[src/sv/efp_pkg.sv]
`timescale 1ns / 1ps
// ----------------------------------------------------------------------------
// efp_pkg
// shared types and constants of the escape-time fractal pixel unit
// ----------------------------------------------------------------------------
package efp_pkg;

  localparam int COORD_W   = 32;
  localparam int FRAC_W    = COORD_W - 4;
  localparam int PIX_W     = 12;
  localparam int ITER_W    = 16;
  localparam int PCNT_W    = 3;
  localparam int PAL_W     = 48;
  localparam int COLOR_W   = 24;
  localparam int CHAN_W    = 8;
  localparam int T_W       = 17;
  localparam int CFG_IDX_W = 4;
  localparam int CFG_DAT_W = 64;
  localparam int QUEUE_DEPTH = 2;
  localparam int QUEUE_AW    = 1;

  localparam logic [ITER_W-1:0] MAX_ITER_RST = 16'd256;
  localparam logic [T_W-1:0]    T_ONE        = 17'h10000;

  // register indexes
  localparam logic [CFG_IDX_W-1:0] REG_MODE      = 4'd0;
  localparam logic [CFG_IDX_W-1:0] REG_ORIGIN    = 4'd1;
  localparam logic [CFG_IDX_W-1:0] REG_STEP      = 4'd2;
  localparam logic [CFG_IDX_W-1:0] REG_SEED      = 4'd3;
  localparam logic [CFG_IDX_W-1:0] REG_MAX_ITER  = 4'd4;
  localparam logic [CFG_IDX_W-1:0] REG_PAL_COUNT = 4'd5;
  localparam logic [CFG_IDX_W-1:0] REG_PAL_LO    = 4'd6;
  localparam logic [CFG_IDX_W-1:0] REG_PAL_HI    = 4'd7;

  localparam logic MODE_MANDEL = 1'b0;
  localparam logic MODE_JULIA  = 1'b1;

  typedef struct packed {
    logic                       mode;
    logic signed [COORD_W-1:0]  origin_x;
    logic signed [COORD_W-1:0]  origin_y;
    logic signed [COORD_W-1:0]  step_x;
    logic signed [COORD_W-1:0]  step_y;
    logic signed [COORD_W-1:0]  seed_x;
    logic signed [COORD_W-1:0]  seed_y;
    logic [ITER_W-1:0]          max_iter;
    logic [PCNT_W-1:0]          palette_count;
    logic [PAL_W-1:0]           palette_lo;
    logic [PAL_W-1:0]           palette_hi;
  } cfg_t;

  // start value and additive constant of one pixel
  typedef struct packed {
    logic signed [COORD_W-1:0] zx;
    logic signed [COORD_W-1:0] zy;
    logic signed [COORD_W-1:0] cx;
    logic signed [COORD_W-1:0] cy;
  } point_t;

  typedef enum logic [1:0] {IT_IDLE, IT_MUL, IT_ADD, IT_DONE} iter_state_t;
  typedef enum logic [1:0] {SH_IDLE, SH_DIV, SH_BLEND, SH_OUT} shade_state_t;

endpackage

[src/sv/efp_if.sv]
`timescale 1ns / 1ps
// ----------------------------------------------------------------------------
// efp_in_if / efp_out_if
// valid/ready channels of the pixel unit
// ----------------------------------------------------------------------------
interface efp_in_if;
  logic                        valid;
  logic                        ready;
  logic [efp_pkg::PIX_W-1:0]   pixel_x;
  logic [efp_pkg::PIX_W-1:0]   pixel_y;
  modport source (output valid, output pixel_x, output pixel_y, input ready);
  modport sink   (input valid, input pixel_x, input pixel_y, output ready);
endinterface


[src/sv/efp_fifo.sv]
`timescale 1ns / 1ps
// ----------------------------------------------------------------------------
// efp_fifo
// two-entry queue of pixel points between front and iteration engine
// ----------------------------------------------------------------------------
module efp_fifo (
  input  logic            clk,
  input  logic            rst_n,
  input  logic            push_valid,
  output logic            push_ready,
  input  efp_pkg::point_t push_data,
  output logic            pop_valid,
  input  logic            pop_ready,
  output efp_pkg::point_t pop_data
);

  efp_pkg::point_t                 mem_r [efp_pkg::QUEUE_DEPTH];
  logic [efp_pkg::QUEUE_AW-1:0]    wptr_r, rptr_r;
  logic [efp_pkg::QUEUE_AW:0]      cnt_r, cnt_nxt;
  logic                            push, pop;

  assign push_ready = (cnt_r != (efp_pkg::QUEUE_AW+1)'(efp_pkg::QUEUE_DEPTH));
  assign pop_valid  = (cnt_r != '0);
  assign pop_data   = mem_r[rptr_r];
  assign push       = push_valid && push_ready;
  assign pop        = pop_valid && pop_ready;

  always_comb begin
    cnt_nxt = cnt_r;
    if (push && !pop) cnt_nxt = cnt_r + 1'b1;
    else if (pop && !push) cnt_nxt = cnt_r - 1'b1;
  end

  always_ff @(posedge clk) begin
    if (!rst_n) begin
      wptr_r <= '0;
      rptr_r <= '0;
      cnt_r  <= '0;
    end else begin
      cnt_r <= cnt_nxt;
      if (push) wptr_r <= wptr_r + 1'b1;
      if (pop)  rptr_r <= rptr_r + 1'b1;
    end
  end

  always_ff @(posedge clk) begin
    if (push) mem_r[wptr_r] <= push_data;
  end

  a_cnt_bound: assert property (@(posedge clk) disable iff (!rst_n)
    cnt_r <= (efp_pkg::QUEUE_AW+1)'(efp_pkg::QUEUE_DEPTH))
    else $error("queue overfilled");

  a_cnt_track: assert property (@(posedge clk) disable iff (!rst_n)
    (push && !pop) |=> cnt_r == $past(cnt_r) + 1'b1)
    else $error("queue count lost a push");

endmodule

[src/sv/efp_front.sv]
`timescale 1ns / 1ps
// ----------------------------------------------------------------------------
// efp_front
// maps a pixel to its point and picks start value and constant by mode
// ----------------------------------------------------------------------------
module efp_front (
  input  logic                      clk,
  input  logic                      rst_n,
  efp_in_if.sink                    in_bus,
  input  efp_pkg::cfg_t             cfg,
  output logic                      pt_valid,
  input  logic                      pt_ready,
  output efp_pkg::point_t           pt_data
);

  logic [efp_pkg::COORD_W-1:0] prod_x, prod_y;
  logic signed [efp_pkg::COORD_W-1:0] px, py;
  efp_pkg::point_t pt;

  // low bits of pixel * step are the same signed or unsigned
  assign prod_x = efp_pkg::COORD_W'(cfg.step_x * {{(efp_pkg::COORD_W-efp_pkg::PIX_W){1'b0}},
                                                  in_bus.pixel_x});
  assign prod_y = efp_pkg::COORD_W'(cfg.step_y * {{(efp_pkg::COORD_W-efp_pkg::PIX_W){1'b0}},
                                                  in_bus.pixel_y});
  assign px = cfg.origin_x + $signed(prod_x);
  assign py = cfg.origin_y + $signed(prod_y);

  always_comb begin
    if (cfg.mode == efp_pkg::MODE_JULIA) begin
      pt.zx = px;         pt.zy = py;
      pt.cx = cfg.seed_x; pt.cy = cfg.seed_y;
    end else begin
      pt.zx = cfg.seed_x; pt.zy = cfg.seed_y;
      pt.cx = px;         pt.cy = py;
    end
  end

  efp_fifo u_fifo (
    .clk       (clk),
    .rst_n     (rst_n),
    .push_valid(in_bus.valid),
    .push_ready(in_bus.ready),
    .push_data (pt),
    .pop_valid (pt_valid),
    .pop_ready (pt_ready),
    .pop_data  (pt_data)
  );

endmodule

[src/flat_wrapper.sv]
// flat-port wrapper written by rule: the top's interface ports become plain ports
module efp_front_flat 
  (clk, rst_n, cfg, pt_valid, pt_ready, pt_data, in_bus_valid, in_bus_pixel_x, in_bus_pixel_y, in_bus_ready);
  efp_in_if in_bus_i ();
  input  logic clk;
  input  logic rst_n;
  input  efp_pkg::cfg_t cfg;
  output logic pt_valid;
  input  logic pt_ready;
  output efp_pkg::point_t pt_data;
  input wire logic [$bits(in_bus_i.valid)-1:0] in_bus_valid;
  input wire logic [$bits(in_bus_i.pixel_x)-1:0] in_bus_pixel_x;
  input wire logic [$bits(in_bus_i.pixel_y)-1:0] in_bus_pixel_y;
  output wire logic [$bits(in_bus_i.ready)-1:0] in_bus_ready;
  assign in_bus_i.valid = in_bus_valid;
  assign in_bus_i.pixel_x = in_bus_pixel_x;
  assign in_bus_i.pixel_y = in_bus_pixel_y;
  assign in_bus_ready = in_bus_i.ready;
  efp_front u_core (.clk(clk), .rst_n(rst_n), .in_bus(in_bus_i), .cfg(cfg), .pt_valid(pt_valid), .pt_ready(pt_ready), .pt_data(pt_data));
endmodule
[config.mk]
export PLATFORM = sky130hd
export DESIGN_NAME = efp_front_flat
export DESIGN_NICKNAME = d
export VERILOG_FILES = /design/src/sv/efp_pkg.sv /design/src/sv/efp_if.sv /design/src/sv/efp_fifo.sv /design/src/sv/efp_front.sv /design/src/flat_wrapper.sv
export SDC_FILE = /design/constraint.sdc
export NUM_CORES = 2
export LEC_CHECK = 0
export ABC_AREA = 1
export BUFFER_PORTS_ARGS = -buffer_cell sky130_fd_sc_hd__buf_2
export CORE_AREA = 3 3 298 212
export CTS_CLUSTER_SIZE = 10
export DETAILED_ROUTE_END_ITERATION = 10
export DIE_AREA = 0 0 301 215
export GPL_ROUTABILITY_DRIVEN = 0
export PLACE_DENSITY = 0.8
export REMOVE_ABC_BUFFERS = 1
export SLEW_MARGIN = 20
export SYNTH_ARGS = -nofsm -noshare
export SYNTH_HDL_FRONTEND = slang
export SYNTH_SLANG_ARGS = --single-unit
[constraint.sdc]
create_clock -name clk -period 7 [get_ports clk]
set_input_delay 1.4 -clock clk [delete_from_list [all_inputs] [get_ports clk]]
set_output_delay 1.4 -clock clk [all_outputs]
set_load 0.02 [all_outputs]
Word-level counts from Yosys, hierarchy flattened
Memories as Yosys holds them, arrays and structs flattened. A register that Yosys moved wholly into a read port is not among the register bits.
Cells that the tools add are included.
{ "totals": {"ff_bits": 4, "mem_bits_rw": 256, "input_bits": 336, "out_inout_bits": 130, "wordCells": 28, "memories": 1} }
{ "classes": {"addsub": 6, "mul": 2, "n_eq_ne": 1, "mux": 7, "n_reduce_logical": 8} }
{ "mem_list": {"columns": ["memory", "words", "width", "read_ports", "rd_clocked_by_memory_dff", "wr", "line", "source"], "rows": [
  ["u_core.u_fifo.mem_r", 2, 128, 1, 1, 1, "efp_fifo.sv:17", "efp_pkg::point_t mem_r [efp_pkg::QUEUE_DEPTH];"]
]} }
{ "op_table": {"columns": ["operator", "n"], "rows": [
  ["$mux W128", 1],
  ["$add A32 B32 Y32", 2],
  ["$mul A32 B12 Y32", 2],
  ["$logic_and A1 B1 Y1", 4],
  ["$mux W1", 4],
  ["$mux W2", 2],
  ["$reduce_bool A2 Y1", 2],
  ["$add A1 B1 Y1 const B", 2],
  ["$add A2 B1 Y2 const B", 1],
  ["$logic_not A1 Y1", 2],
  ["$ne A2 B2 Y1 const B", 1],
  ["$sub A2 B1 Y2 const B", 1]
]} }

Longest topological paths before layout
{ "depth": {"depth_word": 6, "ltp_mapped": 27, "depth_no_buf": 25} }

By module
Synthesis repeated with hierarchy kept, for this count alone.
{ "hier_totals": {"hier_cells": 3711, "area_unflattened_um2": 32483.7} }
{ "by_module_without_submodules": {"columns": ["mod", "n_inst", "cells_per_inst", "area_each_um2", "seq_area_each_um2"], "rows": [
  ["efp_front", 1, 3276, 22937.0, 0.0],
  ["efp_fifo", 1, 435, 9546.7, 7787.5]
]} }

Worst setup path before layout
No wires, ideal clock.
{ "synth_path": {"path_kind": "input to register", "startpoint": "in in_bus_valid", "endpoint": "mem u_core.u_fifo.mem_r[1][0] in the netlist's numbering (enable)", "setup_time_ns": 0.618, "arrival_ns": 6.835, "t_required_ns": 6.382, "path_slack_ns": -0.453, "stages": 2, "path_buffers": 0, "path_cell_list": "nand2_1 nor2_1"} }
{ "synth_between": {"elab_chain_len": 3} }
{ "synth_rtl": {"columns": ["item", "line", "source"], "rows": [
  ["from (decl)", "flat_wrapper.sv:11", "input wire logic [$bits(in_bus_i.valid)-1:0] in_bus_valid;"],
  ["$logic_and A1 B1 Y1", "efp_fifo.sv:25", "assign push = push_valid && push_ready;"],
  ["$mux W1", "efp_fifo.sv:47", "if (push) mem_r[wptr_r] <= push_data;"],
  ["$mux W1 (implied by the code)", "efp_fifo.sv:47", null],
  ["to (decl)", "efp_fifo.sv:17", null]
]} }
No other way between the ends.

==> qor.txt <==
Status: finished, final reports clean
Max-cap violations: 0
Antenna Nets Post-Route: 0
Top FF cell, synth: edfxtp_1
Post-synth EDFFs: 256
Slew HR: 43.00%
Fin crit share: 91.83%
Multi-input gate area: 20,390 µm²
CP max FO: 23
Layout fillers: 5,106
Starting DRT DRC Count: 2,742
CP arrival: 6.74 ns
First-pass GRT wire length: 141,500 µm
Post-CTS Setup Bufs: 0
Crit-path cells: buf_2 > buf_4 > nand2_1 > inv_1 > fa_1 > inv_1 > fa_1 > inv_1 > fa_1 > fa_1 > inv_1 > fa_1 > inv_1 > ha_1 > a21oi_1 > nor2_1 > o21ai_0 > nand3_1 > nand2_1 > nand3_1 > inv_1 > nand2_1 > nand3_1 > nand2_1
Worst Tran Pin Value: 0.8549 ns
Post-Synth Adder-Cell Area: 37.24%
Initial antenna violation count: 8
Final setup fails: 0
1st-pass router iterations: 7
Initial core utilization: 54.07%
DRC viols: 0
Clk_skew: 0.02624 ns
Fin. Hold Viols: 0
Largest family of logic cells by synthesized area: adder cells
CORE AREA: 60,060 µm²
Clock Tree Buf Depth: 3
Vias in the first global route: 26,160
CP max stage cell: fa_1
Die area: 64,720 µm²
Most frequent cells in the layout: nand2_1 (1,030), inv_1 (969), fa_1 (536)
Die Y: 215 µm
Critical path's top delay family: adder cells
Vias: 25,830
WL per Instance: 18.30 µm
CP Capture Type: flip-flop
Area growth syn-to-layout: 10.88%
Post-synthesis mux area share: 4.439%
Unrepaired setup endpoints after global routing: no
H-tree Lvls: 1
Gr usage total: 28.01%
Hold_buf cts: 0
Largest net degree at the start of global routing: 121
Cell mode on critical path: inv_1
Number of buffers created by CTS: 31
CP required: 7.32 ns
Min Tclk post-route: 6.428 ns
Port Buffers: 350
Max Freq: 155.6 MHz
Syn Area/Cell: 8.678 µm²
Reg area: 7791 µm²
Top Ports: 466
Yosys reg bits: 261
Layout cell share with drive strength beyond 1: 14.91%
Synth warn: 0
Post-Syn Area: 32,470 µm²
Clock transition at path regs: 0.06 ns
Setup TNS Final: 0 ns
Post-synthesis simple-gate area fraction: 16.41%
Via density: 5.319
Clk_lat worst skew: 0.59 ns
Max-slew violations: 0
Fin nets: 5,003
Startpoint Class: primary input
Global route total overflow: 0
Final HPWL DP: 71,150 µm
Max incr delay on CP: 0.54 ns
Post-synthesis xor/xnor area fraction: 0.8091%
Synth cell types: 43
Rows: 75
Sequential cell area fraction in the yosys report: 23.98%
TritonCTS clock tree: yes
Total clock sinks: 261
CTS resizes: 0
Die width: 301 µm
WS Path Type: in2reg
Worst min path class: reg2reg
Ys async rst share: 0%
Synthesized netlist cell count: 3,742
Commonest non-fill, non-tap cell in the layout: nand2_1
Buf/Inv on CP: 8
Root Buffer Master: clkbuf_16
Drt total wl: 88,860 µm
Compound-gate portion of the synthesized area: 3.845%
## cell usage after synthesis (2+ instances only)
cell      number  share of area [%]
nand3_1      137                2.1
a21boi_0       4              0.092
inv_2          6              0.069
o21ai_2        4               0.11
o21bai_1       9               0.21
o21ai_1       34               0.52
edfxtp_1     256                 24
nand3b_1      16               0.37
a21oi_2        2              0.054
buf_1         15               0.17
nor3_1        13               0.20
or2_1         14               0.27
ha_1         109                4.2
nor2_1        60               0.69
buf_2         29               0.45
or2_2          3              0.058
nand2_2        9               0.17
dfxtp_1        5               0.31
xnor2_1       18               0.49
nand2_1     1030                 12
a31oi_1        3              0.058
a21o_1         7               0.16
mux2_2       128                4.4
fa_1         536                 33
o21ai_0       92                1.4
a21oi_1       73                1.1
and3_1         2              0.039
buf_4          3              0.069
inv_1        970                 11
nor3_2         2              0.062
nand4_1       19               0.37
xor2_1        12               0.32
clkbuf_1     112                1.3
## tightest hold or removal path, stage by stage (launching register included)
cell,delay (ns)
dfxtp_1,0.30
inv_1,0.09
a21oi_1,0.08
## cells by family after synthesis
kind of cell | count (synthesis)
multiplexers | 128
AND/OR/NAND/NOR | 1311
AO/OA/AOI/OAI | 231
adder cells (fa/ha/maj) | 645
XOR/XNOR | 30
flip-flops | 261
buffers and inverters | 1136
## metal layers
| metal | track usage (%) | wire [µm] | up-vias |
|---|---|---|---|
| li1 | - | - | 11680 |
| met1 | 40.10 | 36140 | 12390 |
| met2 | 40.12 | 37090 | 1572 |
| met3 | 9.675 | 12480 | 190 |
| met4 | 8.871 | 3117 | 4 |
| met5 | 0 | 27 | - |
## final cells by class
class,count,share of cell area [%]
diodes,5,0.03475
well taps,808,2.808
flip-flops and latches,261,21.64
multi-input cells,2345,56.63
clock buffers,49,2.370
repair buffers,406,6.213
clock inverters,6,0.1181
inverters,977,10.19
## final timing paths
kind	slack, ns	cells after the start	endpoint	from
setup / recovery	0.57	24	u_core.u_fifo.mem_r[1][127]	in_bus_pixel_x[0]
hold reg to reg	0.52	2	flip-flop	u_core.u_fifo.rptr_r
setup reg to reg	4.73	6	u_core.u_fifo.mem_r[0][111]	u_core.u_fifo.cnt_r[0]
hold / removal	0.52	2	flip-flop	u_core.u_fifo.rptr_r
## through the flow
step	instance area, µm²	util (%)	hold slack, ns	instances	setup WS (ns)
after floorplan	31830	-	0.4474	3583	-0.4530
after global placement	35100	58.44	0.4470	4797	0.2672
after detailed placement	35100	58.44	0.4990	4797	0.1365
after CTS	35990	59.93	0.5104	4852	0.7480
after global routing	36010	59.95	0.5273	4857	0.2666
final	36010	59.95	0.5213	4857	0.5722
## registers in the layout, indices dropped and copies added (netlist names), named ones only
name and flops:
u_core.u_fifo.mem_r 256, u_core.u_fifo.wptr_r 1, u_core.u_fifo.rptr_r 1, u_core.u_fifo.cnt_r 2
Power is not shown: default switching activity piles up to over one toggle a cycle in this logic, so the estimate is an artifact.
